## config.mk

```make
export PLATFORM = sky130hd
export DESIGN_NAME = rgb32_to_nv12_converter
export DESIGN_NICKNAME = d
export VERILOG_FILES = /design/src/hdl/rn12_pkg.sv /design/src/hdl/rn12_lane.sv /design/src/hdl/rn12_chroma.sv /design/src/hdl/rn12_addr.sv /design/src/hdl/rgb32_to_nv12_converter.sv
export SDC_FILE = /design/constraint.sdc
export NUM_CORES = 2
export LEC_CHECK = 0
export BUFFER_PORTS_ARGS = -buffer_cell sky130_fd_sc_hd__buf_2
export CAP_MARGIN = 20
export CELL_PAD_IN_SITES_DETAIL_PLACEMENT = 1
export CELL_PAD_IN_SITES_GLOBAL_PLACEMENT = 1
export CORE_ASPECT_RATIO = 0.7
export CORE_MARGIN = 5
export CORE_UTILIZATION = 46
export DETAILED_ROUTE_END_ITERATION = 16
export PLACE_DENSITY = 0.76
export SYNTH_ARGS = -nofsm -noshare
export SYNTH_HDL_FRONTEND = slang
export SYNTH_HIERARCHICAL = 1
export SYNTH_SLANG_ARGS = --single-unit
```

## constraint.sdc

```tcl
create_clock -name aclk -period 12.78 [get_ports aclk]
set_clock_uncertainty 0.2 [all_clocks]
set_input_delay 2.556 -clock aclk [delete_from_list [all_inputs] [get_ports aclk]]
set_output_delay 2.556 -clock aclk [all_outputs]
set_load 0.03 [all_outputs]
```

## src/hdl/rn12_pkg.sv

```systemverilog
package rn12_pkg;

    localparam int MAX_WIDTH  = 4096;
    localparam int MAX_HEIGHT = 4096;
    localparam int MAX_STRIDE = 16384;

    localparam int CNT_W    = $clog2(MAX_WIDTH) + 1;
    localparam int HEIGHT_W = $clog2(MAX_HEIGHT) + 1;
    localparam int STRIDE_W = $clog2(MAX_STRIDE) + 1;
    localparam int ADDR_W   = 27;
    localparam int PROD_W   = HEIGHT_W + STRIDE_W;
    localparam int PIX_W    = 32;
    localparam int CFG_W    = STRIDE_W;
    localparam int CFG_IDX_W = 2;

    localparam int IN_W  = 4 * PIX_W;
    localparam int OUT_FIELDS_W = 3 * 16 + 3 * ADDR_W;
    localparam int OUT_W = ((OUT_FIELDS_W + 7) / 8) * 8;

    localparam logic [CFG_IDX_W-1:0] CFG_FRAME_WIDTH  = 2'd0;
    localparam logic [CFG_IDX_W-1:0] CFG_FRAME_HEIGHT = 2'd1;
    localparam logic [CFG_IDX_W-1:0] CFG_OUT_STRIDE   = 2'd2;

    localparam logic [CNT_W-1:0]    RESET_WIDTH  = 13'd640;
    localparam logic [HEIGHT_W-1:0] RESET_HEIGHT = 13'd480;
    localparam logic [STRIDE_W-1:0] RESET_STRIDE = 15'd640;

    // BT.601 studio range coefficients
    localparam int LUMA_R = 66;
    localparam int LUMA_G = 129;
    localparam int LUMA_B = 25;
    localparam int ROUND  = 128;
    localparam int LUMA_OFS = 16;
    localparam int CB_R = 38;
    localparam int CB_G = 74;
    localparam int CB_B = 112;
    localparam int CR_R = 112;
    localparam int CR_G = 94;
    localparam int CR_B = 18;
    localparam int CHROMA_BIAS = ROUND + (128 << 8);

    typedef struct packed {
        logic [CNT_W-1:0]    width;
        logic [HEIGHT_W-1:0] height;
        logic [STRIDE_W-1:0] stride;
    } cfg_t;

    typedef struct packed {
        logic [ADDR_W-1:0] y_top;
        logic [ADDR_W-1:0] y_bottom;
        logic [ADDR_W-1:0] uv;
        logic [CNT_W-1:0]  col;
        logic              last;
    } addr_t;

endpackage

```

## src/hdl/rn12_lane.sv

```systemverilog
module rn12_lane
    import rn12_pkg::*;
(
    input  logic             aclk,
    input  logic             en,
    input  logic [PIX_W-1:0] pixel,
    output logic [7:0]       luma
);

    logic [7:0]  r_reg, g_reg, b_reg;
    logic [7:0]  luma_reg;
    logic [15:0] sum;

    always_comb begin
        sum = 16'(LUMA_R * r_reg) + 16'(LUMA_G * g_reg) + 16'(LUMA_B * b_reg) + 16'(ROUND);
    end

    always_ff @(posedge aclk) begin
        if (en) begin
            r_reg    <= pixel[23:16];
            g_reg    <= pixel[15:8];
            b_reg    <= pixel[7:0];
            luma_reg <= sum[15:8] + 8'(LUMA_OFS);
        end
    end

    assign luma = luma_reg;

endmodule

```

## src/hdl/rn12_chroma.sv

```systemverilog
module rn12_chroma
    import rn12_pkg::*;
(
    input  logic             aclk,
    input  logic             en,
    input  logic [PIX_W-1:0] pixel,
    output logic [15:0]      uv
);

    logic [7:0]  r_reg, g_reg, b_reg;
    logic [15:0] uv_reg;
    logic [16:0] u_sum, v_sum;

    // bias keeps both sums non-negative, so bits 15:8 are the floored byte
    always_comb begin
        u_sum = 17'(CB_B * b_reg) + 17'(CHROMA_BIAS) - 17'(CB_R * r_reg) - 17'(CB_G * g_reg);
        v_sum = 17'(CR_R * r_reg) + 17'(CHROMA_BIAS) - 17'(CR_G * g_reg) - 17'(CR_B * b_reg);
    end

    always_ff @(posedge aclk) begin
        if (en) begin
            r_reg  <= pixel[23:16];
            g_reg  <= pixel[15:8];
            b_reg  <= pixel[7:0];
            uv_reg <= {v_sum[15:8], u_sum[15:8]};
        end
    end

    assign uv = uv_reg;

endmodule

```

## src/hdl/rn12_addr.sv

```systemverilog
module rn12_addr
    import rn12_pkg::*;
(
    input  logic  aclk,
    input  logic  aresetn,
    input  cfg_t  cfg,
    input  logic  cfg_clear,
    input  logic  accept,
    input  logic  en,
    output logic  empty,
    output addr_t addr
);

    logic [CNT_W-1:0]    col_reg, col_next;
    logic [HEIGHT_W-1:0] row_reg, row_next;
    logic [CNT_W-1:0]    col_s1_reg;
    logic [HEIGHT_W-1:0] row_s1_reg;
    logic                last_s1_reg;
    addr_t               addr_reg;
    logic                row_end, last_row;
    logic [PROD_W-1:0]   p_top, p_bot, p_uv;

    always_comb begin
        empty    = (cfg.height < HEIGHT_W'(2)) || (cfg.width == '0);
        row_end  = ({1'b0, col_reg} + (CNT_W+1)'(2)) >= {1'b0, cfg.width};
        last_row = ({1'b0, row_reg} + (HEIGHT_W+1)'(3)) >= {1'b0, cfg.height};
        col_next = col_reg;
        row_next = row_reg;
        if (cfg_clear || (accept && empty)) begin
            col_next = '0;
            row_next = '0;
        end else if (accept) begin
            if (row_end) begin
                col_next = '0;
                row_next = last_row ? '0 : row_reg + HEIGHT_W'(2);
            end else begin
                col_next = col_reg + CNT_W'(2);
            end
        end
    end

    always_comb begin
        p_top = PROD_W'(row_s1_reg) * PROD_W'(cfg.stride);
        p_bot = (PROD_W'(row_s1_reg) + PROD_W'(1)) * PROD_W'(cfg.stride);
        p_uv  = (PROD_W'(row_s1_reg >> 1) + PROD_W'(cfg.height)) * PROD_W'(cfg.stride);
    end

    always_ff @(posedge aclk) begin
        if (!aresetn) begin
            col_reg <= '0;
            row_reg <= '0;
        end else begin
            col_reg <= col_next;
            row_reg <= row_next;
        end
    end

    always_ff @(posedge aclk) begin
        if (en) begin
            col_s1_reg     <= col_reg;
            row_s1_reg     <= row_reg;
            last_s1_reg    <= row_end && last_row;
            addr_reg.y_top    <= p_top[ADDR_W-1:0];
            addr_reg.y_bottom <= p_bot[ADDR_W-1:0];
            addr_reg.uv       <= p_uv[ADDR_W-1:0];
            addr_reg.col      <= col_s1_reg;
            addr_reg.last     <= last_s1_reg;
        end
    end

    assign addr = addr_reg;

endmodule

```

## src/hdl/rgb32_to_nv12_converter.sv

```systemverilog
// channel  dir  tdata                                   tlast       width
// s_       in   tl, tr, bl, br pixels (32 each)         -           128
// m_       out  y_top, y_bot, uv, 3 addresses           frame_last  136
//
// One item per cycle sustained unless m_tready stalls the output; valid passes v1, v2 and the output register.
// Stages: input capture, constant-coefficient lanes and stride multiply, address add.
// Synchronous active-low reset clears control and counters and loads the default configuration.
// The whole pipe advances when the output register is empty or being taken.
// Items accepted with an empty frame (height < 2 or width 0) give no output.
module rgb32_to_nv12_converter
    import rn12_pkg::*;
(
    input  logic                 aclk,
    input  logic                 aresetn,
    input  logic                 s_tvalid,
    output logic                 s_tready,
    input  logic [IN_W-1:0]      s_tdata,   // top_left, top_right, bottom_left, bottom_right
    output logic                 m_tvalid,
    input  logic                 m_tready,
    output logic [OUT_W-1:0]     m_tdata,   // y_top_pair, y_bottom_pair, uv_pair,
                                            // y_top_addr, y_bottom_addr, uv_addr, zero pad
    output logic                 m_tlast,   // frame_last
    input  logic                 cfg_we,
    input  logic [CFG_IDX_W-1:0] cfg_addr,
    input  logic [CFG_W-1:0]     cfg_wdata
);

    cfg_t             cfg_reg;
    logic             v1_reg, v2_reg, out_valid_reg;
    logic [OUT_W-1:0] out_data_reg;
    logic             out_last_reg;
    logic             en, accept, empty, cfg_clear;
    logic [7:0]       y_tl, y_tr, y_bl, y_br;
    logic [15:0]      uv;
    addr_t            addr;
    logic [ADDR_W-1:0] a_top, a_bot, a_uv;

    assign en        = !out_valid_reg || m_tready;
    assign s_tready  = en;
    assign accept    = s_tvalid && en;
    assign cfg_clear = cfg_we && (cfg_addr == CFG_FRAME_WIDTH || cfg_addr == CFG_FRAME_HEIGHT
                                  || cfg_addr == CFG_OUT_STRIDE);

    always_ff @(posedge aclk) begin
        if (!aresetn) begin
            cfg_reg.width  <= RESET_WIDTH;
            cfg_reg.height <= RESET_HEIGHT;
            cfg_reg.stride <= RESET_STRIDE;
        end else if (cfg_we) begin
            case (cfg_addr)
                CFG_FRAME_WIDTH:  cfg_reg.width  <= cfg_wdata[CNT_W-1:0];
                CFG_FRAME_HEIGHT: cfg_reg.height <= cfg_wdata[HEIGHT_W-1:0];
                CFG_OUT_STRIDE:   cfg_reg.stride <= cfg_wdata[STRIDE_W-1:0];
                default: ;
            endcase
        end
    end

    rn12_lane u_lane_tl (.aclk(aclk), .en(en), .pixel(s_tdata[PIX_W-1:0]),         .luma(y_tl));
    rn12_lane u_lane_tr (.aclk(aclk), .en(en), .pixel(s_tdata[2*PIX_W-1:PIX_W]),   .luma(y_tr));
    rn12_lane u_lane_bl (.aclk(aclk), .en(en), .pixel(s_tdata[3*PIX_W-1:2*PIX_W]), .luma(y_bl));
    rn12_lane u_lane_br (.aclk(aclk), .en(en), .pixel(s_tdata[4*PIX_W-1:3*PIX_W]), .luma(y_br));

    rn12_chroma u_chroma (
        .aclk  (aclk),
        .en    (en),
        .pixel (s_tdata[3*PIX_W-1:2*PIX_W]),
        .uv    (uv)
    );

    rn12_addr u_addr (
        .aclk      (aclk),
        .aresetn   (aresetn),
        .cfg       (cfg_reg),
        .cfg_clear (cfg_clear),
        .accept    (accept),
        .en        (en),
        .empty     (empty),
        .addr      (addr)
    );

    // merge: add column offset and pack
    always_comb begin
        a_top = addr.y_top    + ADDR_W'(addr.col);
        a_bot = addr.y_bottom + ADDR_W'(addr.col);
        a_uv  = addr.uv       + ADDR_W'(addr.col);
    end

    always_ff @(posedge aclk) begin
        if (!aresetn) begin
            v1_reg        <= 1'b0;
            v2_reg        <= 1'b0;
            out_valid_reg <= 1'b0;
        end else if (en) begin
            v1_reg        <= accept && !empty;
            v2_reg        <= v1_reg;
            out_valid_reg <= v2_reg;
        end
    end

    always_ff @(posedge aclk) begin
        if (en) begin
            out_data_reg <= OUT_W'({a_uv, a_bot, a_top, uv, y_br, y_bl, y_tr, y_tl});
            out_last_reg <= addr.last;
        end
    end

    assign m_tvalid = out_valid_reg;
    assign m_tdata  = out_data_reg;
    assign m_tlast  = out_last_reg;

endmodule

```

==> flow_metrics.env <==
export IMPL_cts_max_path_buffers=3
export IMPL_dp_hpwl_mm=109
export IMPL_coreArea_um2=113000
export IMPL_layout_common_cells="inv_1, ha_1, fa_1, nand2_1, edfxtp_1"
export IMPL_outcome="finished, final reports clean"
export IMPL_drt_first_pass_iters=5
export IMPL_async_flop_share_pct=0
export IMPL_grt_antenna_before_repair=6
export IMPL_grt_pass1_vias=39700
export IMPL_finalWirelength_mm=139
export IMPL_ctsRootBufferMaster="clkbuf_16"
export IMPL_ant_nets=0
export IMPL_grt_max_degree=164
export IMPL_clock_sinks=484
export IMPL_holdPathEnd="u_addr/addr[6]"
export IMPL_p_total_mw=9.62
export IMPL_synth_cells=4989
export IMPL_ir_worst_vdd_uv=210
export IMPL_drc_errors=0
export IMPL_via_count=36400
export IMPL_layout_commonest_cell="inv_1"
export IMPL_synth_edf_count=416
export IMPL_path_max_fanout=16
export IMPL_gp_congestion=0.851
export IMPL_wl_per_cell_um=20.5
export IMPL_final_max_slew_viol_count=0
export IMPL_worstPathRequired_ps=12980
export IMPL_layout_min_cycle_time_ps=9390
export IMPL_fillers=12500
export IMPL_crit_arrival_ps=9590
export IMPL_overflow=0
export IMPL_io_buffers=249
export IMPL_die_w_um=412
export IMPL_slowest_delay_ps=900
export IMPL_multiInputGateArea_um2=34200
export IMPL_ys_ff_latch=484
export IMPL_hold_path_startpoint="u_addr/col_s1_reg[5]"
export IMPL_boundaryPins=289
export IMPL_synth_distinct_cells=100
export IMPL_setup_ws_ps=3390
export IMPL_maxCapViolations=0
export IMPL_dieHeight_um=291
export IMPL_crit_type="reg -> reg"
export IMPL_regArea_um2=13900
export IMPL_syn_cell_area_um2=51900
export IMPL_viasPerCell=5.36
export IMPL_gr_usage_met1_pct=34.3
export IMPL_r2r_start="u_addr/row_s1_reg[2]"
export IMPL_leakage_nw=28.4
export IMPL_p_per_area_nw_per_um2=169
export IMPL_regToRegSetupSlack_ps=3390
export IMPL_ys_flop_type="edfxtp_1"
export IMPL_drt_iter0_markers=2074
export IMPL_syn2layout_area_growth_pct=9.73
export IMPL_cpMostUsedCell="fa_1"
export IMPL_yosysSeqAreaShare_pct=26.7
export IMPL_finalNetCount=6724
export IMPL_drive_above_1_share_pct=8.81
export IMPL_slew_headroom_pct=23.2
export IMPL_use_met3_pct=3.25
export IMPL_pre_cts_slack_ps=3450
export IMPL_largest_reg_flops=129
export IMPL_final_hold_viol_count=0
export IMPL_cts_resized=0
export IMPL_cts_setup_buffers=0
export IMPL_design_area_um2=57000
export IMPL_hold_path_class="reg -> reg"
export IMPL_dpl_cell_area_um2=55000
export IMPL_clock_latency_ps=670
export IMPL_cp_depth=27
export IMPL_fmax_mhz=107
export IMPL_path_buf_inv=3
export IMPL_setup_violations=0
export IMPL_cts_tree="yes"
export IMPL_yosysWarningCount=6
export IMPL_max_slew_worst_pin_slew_ps=1150
export IMPL_clkTransAtPathRegs_ps=60
export IMPL_start_util_pct=46.2
export IMPL_fin_setup_tns_ps=0
export IMPL_die_area_um2=120000
export IMPL_rsz0062_at_grt="no"
export IMPL_syn_avg_cell_area_um2=10.4
export IMPL_numCtsBuffers=55
export IMPL_period_share_pct=73.4
export IMPL_use_met2_pct=37.9
export IMPL_hold_path_depth=0
export IMPL_r2r_end="u_addr/addr[37]"
export IMPL_grt_busiest_layer="met2"
export IMPL_grt_usage_pct=23.5
export IMPL_cp_slowest_cell="edfxtp_1"
export IMPL_cp_end_kind="flop"
export IMPL_grt_pass1_wl_mm=223
export IMPL_path_delay_family="adder cells"
export IMPL_hold_buffers=0
export IMPL_cts_max_level=2
export IMPL_rr_worst_depth=27
export IMPL_row_count=103
export IMPL_worst_setup_path_start_kind="flop"
worst max path at each step:
stage                              endpoint  slack, ps                  from
after floorplan           u_addr/row_reg[5]       2170              m_tready
after global placement      u_addr/addr[40]       3640  u_addr/row_s1_reg[2]
after detailed placement    u_addr/addr[37]       3450  u_addr/row_s1_reg[2]
after CTS                   u_addr/addr[37]       3400  u_addr/row_s1_reg[2]
after global routing        u_addr/addr[37]       3010  u_addr/row_s1_reg[2]
final                       u_addr/addr[37]       3390  u_addr/row_s1_reg[2]
cells in the mapped netlist (9+ instances only):
master       n  area, um^2
o21ai_0     81         405
o211ai_1    20         150
a21o_1      67         503
inv_1      921        3460
nand3_1     69         345
and3_1      28         175
xnor2_1    195        1710
a21boi_0    41         308
a211o_1     13         114
nor2b_1     35         219
nand2_1    536        2010
and4_1      13         114
nand4b_1    12         105
or3_1        9        56.3
nor2_1     122         458
buf_4       10        75.1
clkbuf_1   120         450
nor3_1      41         205
nor3b_1      9        67.6
a211oi_1    17         128
a31oi_1     11        68.8
and2_1     193        1210
o2111ai_1   11        96.3
edfxtp_1   416       12500
a21oi_1    193         966
o21a_1      32         240
nor4_1      11        68.8
nand4_1     31         194
o31ai_1     10        75.1
ha_1       753        9420
o21bai_1    25         188
dfxtp_1     68        1360
fa_1       603       12100
nand2b_1    25         156
xor2_1      79         692
kinds of logic (layout without fill, tap and decap cells):
kind of cell / Yosys count / after routing / share of synthesized area [%]
flip-flops: 484 / 484 / 26.7
XOR/XNOR: 274 / 274 / 4.62
adder cells (fa/ha/maj): 1356 / 1356 / 41.4
AO/OA/AOI/OAI: 630 / 630 / 8.38
multiplexers: 5 / 5 / 0.106
buffers and inverters: 1059 / 1313 / 7.75
AND/OR/NAND/NOR: 1178 / 1178 / 11.1
other: 3 / 27 / 0.0217
layer usage:
metal | routed length (um) | vias up | share of wire (%)
met5 | 7 | - | 0.0050
met4 | 2200 | 2 | 1.6
met3 | 7440 | 128 | 5.3
met2 | 63400 | 799 | 46
met1 | 66200 | 18600 | 48
li1 | - | 16900 | -
layout make-up:
class | count | share of cell area [%]
Antenna cell | 2 | 0.00878
Sequential cell | 484 | 24.3
Clock buffer | 61 | 2.57
Multi-Input combinational cell | 3468 | 60.0
Clock inverter | 43 | 0.953
Inverter | 921 | 6.07
Timing Repair Buffer | 288 | 2.74
Tap cell | 1522 | 3.34
through the flow:
step / hold WS [ps] / std cells / utilization, %
floorplan: 200 / 5011 / -
global placement: 201 / 6682 / 48.9
detailed placement: 205 / 6682 / 48.9
CTS: 218 / 6786 / 50.6
global route: 220 / 6788 / 50.7
finish: 215 / 6789 / 50.7
power by group:
group / switching [mW] / internal, mW
Combinational: 3.18 / 2.24
Clock: 0.721 / 1.04
Sequential: 0.161 / 2.29
Total: 4.06 / 5.56
(Power assumes the default switching activity.)
